--- src/rtl/core/slb_pkg.sv ---
// Shared types and constants of the seam linear blend block.
// Depends on nothing; imported by every module under rtl/core.
package slb_pkg;

    localparam int CH_W          = 8;
    localparam int NUM_CH        = 3;
    localparam int K_W           = 12;
    localparam int CFG_W         = 13;
    localparam int MAX_WIDTH_DEF = 4096;

    typedef struct packed {
        logic [K_W-1:0]  column_offset;
        logic [CH_W-1:0] base_ch0;
        logic [CH_W-1:0] base_ch1;
        logic [CH_W-1:0] base_ch2;
        logic [CH_W-1:0] warped_ch0;
        logic [CH_W-1:0] warped_ch1;
        logic [CH_W-1:0] warped_ch2;
    } t_pix_in;

    typedef struct packed {
        logic [CH_W-1:0] blended_ch0;
        logic [CH_W-1:0] blended_ch1;
        logic [CH_W-1:0] blended_ch2;
    } t_pix_out;

    typedef logic [NUM_CH-1:0][CH_W-1:0] t_chan;

    typedef struct packed {
        logic  vld;
        logic  black;
        t_chan base;
    } t_ctl;

endpackage

--- src/rtl/core/slb_prep.sv ---
// Front stages of the blend: offset clamp, weight products and numerator sum.
// Depends on slb_pkg; feeds the divide stages in slb_div.
module slb_prep
    import slb_pkg::*;
#(
    parameter int W_W = 13
) (
    input  logic                              i_clk,
    input  logic                              i_rst_n,
    input  logic                              i_en,
    input  logic                              i_vld,
    input  t_pix_in                           i_data,
    input  logic [W_W-1:0]                    i_wd,
    output t_ctl                              o_ctl,
    output logic [NUM_CH-1:0][CH_W+W_W-1:0]   o_num
);

    localparam int NW   = CH_W + W_W;
    localparam int KC_W = (W_W > K_W) ? W_W : K_W;

    logic [KC_W-1:0] k_ext;
    logic [KC_W-1:0] wd_ext;
    logic            k_ge;
    logic [W_W-1:0]  n1_k;
    logic [W_W-1:0]  n1_wk;
    logic            n1_black;
    t_chan           n1_base;
    t_chan           n1_warp;

    logic            r1_vld;
    logic            r1_black;
    t_chan           r1_base;
    t_chan           r1_warp;
    logic [W_W-1:0]  r1_k;
    logic [W_W-1:0]  r1_wk;

    logic                       r2_vld;
    logic                       r2_black;
    t_chan                      r2_base;
    logic [NUM_CH-1:0][NW-1:0]  n2_pb;
    logic [NUM_CH-1:0][NW-1:0]  n2_pw;
    logic [NUM_CH-1:0][NW-1:0]  r2_pb;
    logic [NUM_CH-1:0][NW-1:0]  r2_pw;

    logic                       r3_vld;
    logic                       r3_black;
    t_chan                      r3_base;
    logic [NUM_CH-1:0][NW-1:0]  n3_num;
    logic [NUM_CH-1:0][NW-1:0]  r3_num;

    always_comb begin
        n1_base  = {i_data.base_ch2, i_data.base_ch1, i_data.base_ch0};
        n1_warp  = {i_data.warped_ch2, i_data.warped_ch1, i_data.warped_ch0};
        n1_black = (n1_warp == '0);
        k_ext    = KC_W'(i_data.column_offset);
        wd_ext   = KC_W'(i_wd);
        k_ge     = (k_ext >= wd_ext);
        n1_k     = k_ge ? (i_wd - W_W'(1)) : W_W'(k_ext);
        n1_wk    = k_ge ? W_W'(1) : (i_wd - W_W'(k_ext));
    end

    always_comb begin
        for (int c = 0; c < NUM_CH; c++) begin
            n2_pb[c]  = NW'(r1_base[c]) * NW'(r1_wk);
            n2_pw[c]  = NW'(r1_warp[c]) * NW'(r1_k);
            n3_num[c] = r2_pb[c] + r2_pw[c];
        end
    end

    always_ff @(posedge i_clk) begin
        if (!i_rst_n) begin
            r1_vld <= 1'b0;
            r2_vld <= 1'b0;
            r3_vld <= 1'b0;
        end else if (i_en) begin
            r1_vld <= i_vld;
            r2_vld <= r1_vld;
            r3_vld <= r2_vld;
        end
    end

    always_ff @(posedge i_clk) begin
        if (i_en) begin
            r1_black <= n1_black;
            r1_base  <= n1_base;
            r1_warp  <= n1_warp;
            r1_k     <= n1_k;
            r1_wk    <= n1_wk;
            r2_black <= r1_black;
            r2_base  <= r1_base;
            r2_pb    <= n2_pb;
            r2_pw    <= n2_pw;
            r3_black <= r2_black;
            r3_base  <= r2_base;
            r3_num   <= n3_num;
        end
    end

    assign o_ctl = '{vld: r3_vld, black: r3_black, base: r3_base};
    assign o_num = r3_num;

endmodule

--- src/rtl/core/slb_div.sv ---
// One restoring divide stage: resolves one quotient bit for each channel.
// Depends on slb_pkg; chained by the top level, one stage per quotient bit.
module slb_div
    import slb_pkg::*;
#(
    parameter int W_W   = 13,
    parameter int SHIFT = 0
) (
    input  logic                              i_clk,
    input  logic                              i_rst_n,
    input  logic                              i_en,
    input  logic [W_W-1:0]                    i_wd,
    input  t_ctl                              i_ctl,
    input  logic [NUM_CH-1:0][CH_W+W_W-1:0]   i_rem,
    input  t_chan                             i_quo,
    output t_ctl                              o_ctl,
    output logic [NUM_CH-1:0][CH_W+W_W-1:0]   o_rem,
    output t_chan                             o_quo
);

    localparam int NW = CH_W + W_W;

    logic [NW-1:0]             dvs;
    logic [NUM_CH-1:0][NW-1:0] n_rem;
    t_chan                     n_quo;
    logic                      r_vld;
    logic                      r_black;
    t_chan                     r_base;
    logic [NUM_CH-1:0][NW-1:0] r_rem;
    t_chan                     r_quo;

    always_comb begin
        dvs = NW'(i_wd) << SHIFT;
        for (int c = 0; c < NUM_CH; c++) begin
            if (i_rem[c] >= dvs) begin
                n_rem[c] = i_rem[c] - dvs;
                n_quo[c] = i_quo[c] | (CH_W'(1) << SHIFT);
            end else begin
                n_rem[c] = i_rem[c];
                n_quo[c] = i_quo[c];
            end
        end
    end

    always_ff @(posedge i_clk) begin
        if (!i_rst_n) begin
            r_vld <= 1'b0;
        end else if (i_en) begin
            r_vld <= i_ctl.vld;
        end
    end

    always_ff @(posedge i_clk) begin
        if (i_en) begin
            r_black <= i_ctl.black;
            r_base  <= i_ctl.base;
            r_rem   <= n_rem;
            r_quo   <= n_quo;
        end
    end

    assign o_ctl = '{vld: r_vld, black: r_black, base: r_base};
    assign o_rem = r_rem;
    assign o_quo = r_quo;

endmodule

--- src/rtl/core/seam_linear_blend.sv ---
// Seam linear blend: feathers base and warped pixels across a stitching overlap.
// Depends on slb_pkg, slb_prep and slb_div.
//
// Takes one pixel per clock while the output is not stalled and returns one
// blended pixel per pixel, in order. Three front stages clamp the offset, form
// the two weight products and sum them; eight divide stages then resolve the
// quotient by the overlap width one bit per stage. An input skid register keeps
// the input ready a registered signal. Write the overlap width only while no
// pixel is in flight; 0 acts as 1 and widths above MAX_WIDTH act as MAX_WIDTH.
module seam_linear_blend
    import slb_pkg::*;
#(
    parameter int MAX_WIDTH = MAX_WIDTH_DEF
) (
    input  logic             i_clk,
    input  logic             i_rst_n,
    input  logic             i_in_valid,
    output logic             o_in_ready,
    input  t_pix_in          i_in_data,
    output logic             o_out_valid,
    input  logic             i_out_ready,
    output t_pix_out         o_out_data,
    input  logic             i_cfg_we,
    input  logic [CFG_W-1:0] i_cfg_wdata
);

    localparam int W_W   = $clog2(MAX_WIDTH + 1);
    localparam int NW    = CH_W + W_W;
    localparam int CMP_W = (W_W > CFG_W) ? W_W : CFG_W;

    logic [W_W-1:0]   r_wd;
    logic [CMP_W-1:0] cfg_ext;
    logic [W_W-1:0]   n_wd;

    logic             r_sk_vld;
    t_pix_in          r_sk_data;
    logic             src_vld;
    t_pix_in          src_data;
    logic             en;

    t_ctl                      ctl [CH_W+1];
    t_chan                     quo [CH_W+1];
    logic [NUM_CH-1:0][NW-1:0] rem [CH_W];
    t_chan                     blended;

    always_comb begin
        cfg_ext = CMP_W'(i_cfg_wdata);
        if (cfg_ext == '0) begin
            n_wd = W_W'(1);
        end else if (cfg_ext > CMP_W'(MAX_WIDTH)) begin
            n_wd = W_W'(MAX_WIDTH);
        end else begin
            n_wd = W_W'(cfg_ext);
        end
    end

    always_ff @(posedge i_clk) begin
        if (!i_rst_n) begin
            r_wd <= W_W'(1);
        end else if (i_cfg_we) begin
            r_wd <= n_wd;
        end
    end

    // hold a beat in the skid register while the pipe is stalled
    assign en         = !ctl[CH_W].vld || i_out_ready;
    assign o_in_ready = !r_sk_vld;
    assign src_vld    = r_sk_vld || i_in_valid;
    assign src_data   = r_sk_vld ? r_sk_data : i_in_data;

    always_ff @(posedge i_clk) begin
        if (!i_rst_n) begin
            r_sk_vld <= 1'b0;
        end else if (en) begin
            r_sk_vld <= 1'b0;
        end else if (i_in_valid && !r_sk_vld) begin
            r_sk_vld <= 1'b1;
        end
    end

    always_ff @(posedge i_clk) begin
        if (!en && i_in_valid && !r_sk_vld) begin
            r_sk_data <= i_in_data;
        end
    end

    slb_prep #(
        .W_W (W_W)
    ) u_prep (
        .i_clk   (i_clk),
        .i_rst_n (i_rst_n),
        .i_en    (en),
        .i_vld   (src_vld),
        .i_data  (src_data),
        .i_wd    (r_wd),
        .o_ctl   (ctl[0]),
        .o_num   (rem[0])
    );

    assign quo[0] = '0;

    for (genvar g = 0; g < CH_W; g++) begin : g_div
        if (g < CH_W - 1) begin : g_mid
            slb_div #(
                .W_W   (W_W),
                .SHIFT (CH_W - 1 - g)
            ) u_div (
                .i_clk   (i_clk),
                .i_rst_n (i_rst_n),
                .i_en    (en),
                .i_wd    (r_wd),
                .i_ctl   (ctl[g]),
                .i_rem   (rem[g]),
                .i_quo   (quo[g]),
                .o_ctl   (ctl[g+1]),
                .o_rem   (rem[g+1]),
                .o_quo   (quo[g+1])
            );
        end else begin : g_last
            slb_div #(
                .W_W   (W_W),
                .SHIFT (CH_W - 1 - g)
            ) u_div (
                .i_clk   (i_clk),
                .i_rst_n (i_rst_n),
                .i_en    (en),
                .i_wd    (r_wd),
                .i_ctl   (ctl[g]),
                .i_rem   (rem[g]),
                .i_quo   (quo[g]),
                .o_ctl   (ctl[g+1]),
                .o_rem   (),
                .o_quo   (quo[g+1])
            );
        end
    end

    // pass the base pixel through when the warped pixel is black
    assign blended     = ctl[CH_W].black ? ctl[CH_W].base : quo[CH_W];
    assign o_out_valid = ctl[CH_W].vld;
    assign o_out_data  = '{blended_ch0: blended[0],
                           blended_ch1: blended[1],
                           blended_ch2: blended[2]};

endmodule

--- config.mk ---
export PLATFORM = sky130hd
export DESIGN_NAME = seam_linear_blend
export DESIGN_NICKNAME = d
export VERILOG_FILES = /design/src/rtl/core/slb_pkg.sv /design/src/rtl/core/slb_prep.sv /design/src/rtl/core/slb_div.sv /design/src/rtl/core/seam_linear_blend.sv
export SDC_FILE = /design/constraint.sdc
export NUM_CORES = 2
export LEC_CHECK = 0
export ABC_AREA = 1
export BUFFER_PORTS_ARGS = -buffer_cell sky130_fd_sc_hd__buf_4
export CORE_AREA = 2 2 368 370
export CTS_CLUSTER_SIZE = 12
export DETAILED_ROUTE_END_ITERATION = 6
export DIE_AREA = 0 0 370 372
export GPL_TIMING_DRIVEN = 0
export PLACE_DENSITY = 0.82
export SYNTH_ARGS = -nofsm -noshare
export SYNTH_HDL_FRONTEND = slang
export SYNTH_SLANG_ARGS = --single-unit
--- constraint.sdc ---
create_clock -name i_clk -period 126.5 [get_ports i_clk]
set_input_delay 31.625 -clock i_clk [delete_from_list [all_inputs] [get_ports i_clk]]
set_output_delay 31.625 -clock i_clk [all_outputs]
set_load 0.005 [all_outputs]
### Word-level counts from Yosys, hierarchy flattened

Index checks and enable logic that the tools add are counted.

* $add $sub $neg: 26
* multipliers: 6
* magnitude comparators: 26
* muxes and demuxes: 29
* bitwise logic cells: 1
* reduce and logical (&&, ||, !) cells: 11

Operator list (number)
* 21-bit 2-to-1 mux: 21
* 8-bit by 13-bit multiplier with 21-bit output: 6
* 21-bit adder: 3
* 21-bit by 13-bit greater-or-equal comparator with 1-bit output: 3
* 21-bit by 14-bit greater-or-equal comparator with 1-bit output: 3
* 21-bit by 15-bit greater-or-equal comparator with 1-bit output: 3
* 21-bit by 16-bit greater-or-equal comparator with 1-bit output: 3
* 21-bit by 17-bit greater-or-equal comparator with 1-bit output: 3
* 21-bit by 18-bit greater-or-equal comparator with 1-bit output: 3
* 21-bit by 19-bit greater-or-equal comparator with 1-bit output: 3
* 21-bit by 20-bit greater-or-equal comparator with 1-bit output: 3
* 21-bit by 14-bit subtractor with 21-bit output: 3
* 21-bit by 15-bit subtractor with 21-bit output: 3
* 21-bit by 16-bit subtractor with 21-bit output: 3
* 21-bit by 17-bit subtractor with 21-bit output: 3
* 21-bit by 18-bit subtractor with 21-bit output: 3
* 21-bit by 19-bit subtractor with 21-bit output: 3
* 21-bit by 20-bit subtractor with 21-bit output: 3
* 60-bit 2-to-1 mux: 1
* 13-bit 2-to-1 mux: 2
* 24-bit zero test: 1
* 24-bit 2-to-1 mux: 1
* 8-bit 2-to-1 mux: 3
* 12-bit by 13-bit greater-or-equal comparator with 1-bit output: 1
* other kinds (10): 15

* bits in registers: 1232
* bits of input ports: 78
* output and inout port bits: 26
* logic and storage cells: 244

### Depth between registers and ports, before layout

* word-level depth: 5
* mapped depth: 22
* depth with buffers taken out: 21

### By module

From an unflattened synthesis, not the netlist that was laid out.

* cells, all modules: 12212
* area total of the unflattened synthesis: 97573.6 µm²

By module, submodules not included
* slb_prep: instances 1, cells each 4663, area an instance 36339.9 µm², sequential area each 9489.1 µm²
* slb_div at g_div[7].g_last.u_div: instances 1, cells each 962, area an instance 7517.2 µm², sequential area each 3383.2 µm²
* slb_div at g_div[6].g_mid.u_div: instances 1, cells each 960, area an instance 7475.9 µm², sequential area each 3383.2 µm²
* slb_div at g_div[3].g_mid.u_div: instances 1, cells each 946, area an instance 7394.6 µm², sequential area each 3383.2 µm²
* slb_div at g_div[5].g_mid.u_div: instances 1, cells each 906, area an instance 7307.0 µm², sequential area each 3383.2 µm²
* slb_div at g_div[2].g_mid.u_div: instances 1, cells each 903, area an instance 7213.2 µm², sequential area each 3383.2 µm²
* slb_div at g_div[4].g_mid.u_div: instances 1, cells each 856, area an instance 7114.3 µm², sequential area each 3383.2 µm²
* slb_div at g_div[1].g_mid.u_div: instances 1, cells each 843, area an instance 6984.2 µm², sequential area each 3383.2 µm²
* slb_div at g_div[0].g_mid.u_div: instances 1, cells each 793, area an instance 6747.7 µm², sequential area each 3383.2 µm²
* seam_linear_blend: instances 1, cells each 380, area an instance 3479.6 µm², sequential area each 2082.0 µm²

### Least setup slack after synthesis

OpenSTA, ideal clock, no wires.

* kind: input to register
* start point: input i_out_ready
* end point: register r_sk_data[0] (netlist bit) (enable)
* setup time: 4.508 ns
* data arrival time: 84.142 ns
* required time: 121.992 ns
* setup slack: 37.850 ns
* stages on the path: 4
* buffers on the path: 1
* cell sequence: nor2_1 > inv_1 > clkbuf_1 > nor2_1

* cells in the longest elaborated chain, start to end: 4

Ends and longest elaborated chain
* start: declaration: RTL line seam_linear_blend.sv:21 `input logic i_out_ready,`
* 1-bit logical OR: RTL line seam_linear_blend.sv:66 `assign en = !ctl[CH_W].vld || i_out_ready;`
* net en: RTL line seam_linear_blend.sv:39 `logic en;`
* 1-bit zero test: RTL line seam_linear_blend.sv:82 `if (!en && i_in_valid && !r_sk_vld) begin`
* 1-bit logical AND (2 in a row): RTL line seam_linear_blend.sv:82
* end signal: assignment: RTL line seam_linear_blend.sv:83 `r_sk_data <= i_in_data;`
* end: declaration: RTL line seam_linear_blend.sv:36 `t_pix_in r_sk_data;`

The timed path passes the listed nets, and every way through them passes these cells.
A chain may end at the register's enable or synchronous reset.

==> impl_metrics.json <==
{
  "ys.flop_type": "edfxtp_1",
  "dp_cells": 12200,
  "start_util_pct": 64.23,
  "tritoncts": "yes",
  "htreeDepth": 3,
  "tightest_slew_ns": 1.210,
  "num_vias": 68780,
  "avgSynthCellArea_sq_um": 8.384,
  "ir_worst_vdd_v": 0.00001441,
  "clkPwrFrac_pct": 15.0,
  "grt_pass1_vias": 67850,
  "p_sw_mw": 1.045,
  "post_cts_buffers": 0,
  "rsz0062_at_grt": "no",
  "switching_share_pct": 45.21,
  "die_width_microns": 370,
  "synth.most_common_cell": "nand2_1",
  "synth_area_sq_um": 86250,
  "cp-start-kind": "flip-flop",
  "antenna_found_initial": 7,
  "crit_fanout": 10,
  "min_path_type": "flip-flop to flip-flop",
  "combPwrFrac_pct": 54.9,
  "fp.dieH_microns": 372,
  "synth.top_cells.by_count": "3334 x nand2_1, 1822 x inv_1, 1123 x edfxtp_1, 670 x nor2_1, 631 x ha_1",
  "crit_required_ns": 94.88,
  "ant_nets": 0,
  "routed_wl_mm": 227.6,
  "post_drt_via_cell_ratio": 5.537,
  "cts_hold_buf": 0,
  "p_leak_nw": 48.25,
  "cts_inserted_buffers": 121,
  "timing.final.hold_violations": 0,
  "wl_per_cell_microns": 18.33,
  "ctsResizeCount": 0,
  "io_pins": 104,
  "grt_overflow_total": 0,
  "finalMaxSlewViolations": 0,
  "powerDensity_nw_per_um2": 24.62,
  "clk_pin_slew_ns": 0.06,
  "port_buffers": 103,
  "drive_gt1_share_pct": 5.427,
  "die_area_sq_um": 137600,
  "synth_cell_types": 53,
  "clockBufferDepth": 3,
  "cp.arrival_ns": 2.97,
  "async_flop_share_pct": 0,
  "netlist.area_leader.share_pct": 39.10,
  "yosysTopAreaCell": "edfxtp_1",
  "drcViolationCount": 0,
  "p_seq_share_pct": 30.2,
  "setup_viol": 0,
  "root_buffer": "clkbuf_16",
  "syn_inst": 10290,
  "critPathCaptureType": "output port",
  "synth.area.top_cells": "edfxtp_1 39%, nand2_1 15%, fa_1 9.8%",
  "syn-num-nets": 11420,
  "ys_ff_latch": 1148,
  "outcome": "finished, final reports clean",
  "nets": 11680,
  "finalNonFillerCells": 12420,
  "drt_iter0_drc": 6092,
  "rows": 135,
  "timing.fmax_mhz": 28.91,
  "p_int_mw": 1.266,
  "crit_type": "flip-flop to output port",
  "hpwlAfterDp_mm": 177.3,
  "maxCapViolations": 0,
  "period_minus_slack_ns": 34.59,
  "syn_to_final_growth_pct": 8.800,
  "grt_pass1_wl_mm": 357.9,
  "grt_start_max_net_pins": 77,
  "track_usage_pct": 33.31,
  "clock_sinks": 1148,
  "synth_edf_count": 1123,
  "firstDrtPassIters": 7,
  "fin_crit_sh_pct": 27.35,
  "ys_seq_area_share_pct": 39.68,
  "core_area_sq_um": 134300,
  "clk-insertion-delay-late_ns": 0.75,
  "relSlewSlack_pct": 19.32,
  "skew_ns": 0.02704,
  "yosysWarnings": 0,
  "place_congestion": 0.9910,
  "holdWs_ns": 0.4063
}
==> worst max-delay path, cell delays in order, from the launching register on <==
cell,delay (ns)
edfxtp_1,0.32
clkbuf_1,0.66
buf_2,0.62
mux2_2,0.46
buf_4,0.15
==> path summary, 6_finish.rpt <==
check                                            from                                  endpoint  slack, ns  cells past startpoint
max reg2reg             u_prep.r1_wk[6]$_SDFFCE_PN0P_                u_prep.r2_pb[41]$_DFFE_PP_     120.80                     19
min          g_div[5].g_mid.u_div.o_quo[22]$_DFFE_PP_  g_div[6].g_mid.u_div.o_quo[22]$_DFFE_PP_       0.41                      0
max           g_div[7].g_last.u_div.r_black$_DFFE_PP_                             o_out_data[6]      91.91                      4
min reg2reg  g_div[5].g_mid.u_div.o_quo[22]$_DFFE_PP_  g_div[6].g_mid.u_div.o_quo[22]$_DFFE_PP_       0.41                      0
==> cells in the final DEF, fill, tap and decap left out, types with 208 or more instances in the layout <==
cell / n
nand2_1: 3334
inv_1: 1810
edfxtp_1: 1123
nor2_1: 669
ha_1: 631
nand3_1: 496
fa_1: 421
a21oi_1: 404
xor2_1: 219
o21ai_0: 208
==> kinds of logic (layout without fill, tap and decap cells) <==
kind of cell | count (synthesis) | count (layout) | share of synthesized area [%]
compound gates | 783 | 783 | 5.028
buf+inv | 2024 | 2370 | 9.200
fa+ha+maj | 1052 | 1052 | 18.93
mux | 34 | 34 | 0.4294
other cells | 0 | 7 | 0
simple gates | 4949 | 4949 | 23.72
flops | 1148 | 1148 | 39.68
xor+xnor | 297 | 297 | 3.016
==> state kept, by name (all words and copies together), names as in the netlist, 7 cells and up <==
| register | count |
|---|---|
| r_wd | 13 |
| u_prep.r2_pw | 63 |
| u_prep.r2_base | 24 |
| g_div.g_last.u_div.o_quo | 24 |
| g_div.g_mid.u_div.o_rem | 441 |
| u_prep.r2_pb | 63 |
| u_prep.r1_wk | 13 |
| u_prep.o_num | 63 |
| u_prep.r1_base | 24 |
| g_div.g_mid.u_div.r_vld | 7 |
| g_div.g_mid.u_div.o_ctl | 168 |
| u_prep.o_ctl | 24 |
| r_sk_data | 60 |
| g_div.g_mid.u_div.r_black | 7 |
| u_prep.r1_warp | 24 |
| g_div.g_mid.u_div.o_quo | 84 |
| g_div.g_last.u_div.o_ctl | 24 |
| u_prep.r1_k | 13 |
==> final cells by class <==
| cell class | instances | area (sq um) |
|---|---|---|
| inverters | 1843 | 6925 |
| well taps | 1781 | 2228 |
| diodes | 7 | 17.52 |
| fillers | 10490 | 40450 |
| multi-input cells | 7115 | 44100 |
| repair buffers | 135 | 1534 |
| clock inverters | 54 | 508.0 |
| flip-flops and latches | 1148 | 34230 |
| clock buffers | 157 | 3287 |
| plain buffers | 181 | 1015 |
==> metrics by stage <==
step / TNS (ns) / area, sq um / power [mW] / setup slack, ns / utilization, %
after global routing: 0 / 93820 / 2.505 / 91.91 / 69.87
after global placement: -359.84 / 89250 / 1.906 / -6.033 / 66.46
after detailed placement: 0 / 90030 / 1.943 / 91.80 / 67.04
final: 0 / 93840 / 2.310 / 91.91 / 69.88
after floorplan: 0 / 86250 / 1.601 / 37.85 / -
after CTS: 0 / 93820 / 2.298 / 91.88 / 69.87
==> power by group through the flow <==
stage          sequential, mW  clock, mW  combinational [mW]
6_report                0.697      0.346                1.27
5_1_grt                 0.707      0.366                1.43
4_1_cts                 0.694      0.352                1.25
3_5_place_dp            0.701          0                1.24
3_3_place_gp            0.698          0                1.21
2_1_floorplan           0.662          0               0.939
==> metal layers <==
layer,up-vias,GRT usage (%),part of all wire [%]
met5,-,0,0.015
met4,6,17.62,5.9
met3,671,4.571,7.4
met2,2681,55.75,47
li1,33330,-,-
met1,32090,42.23,40
Note: power is estimated with default switching activity, not from simulation.
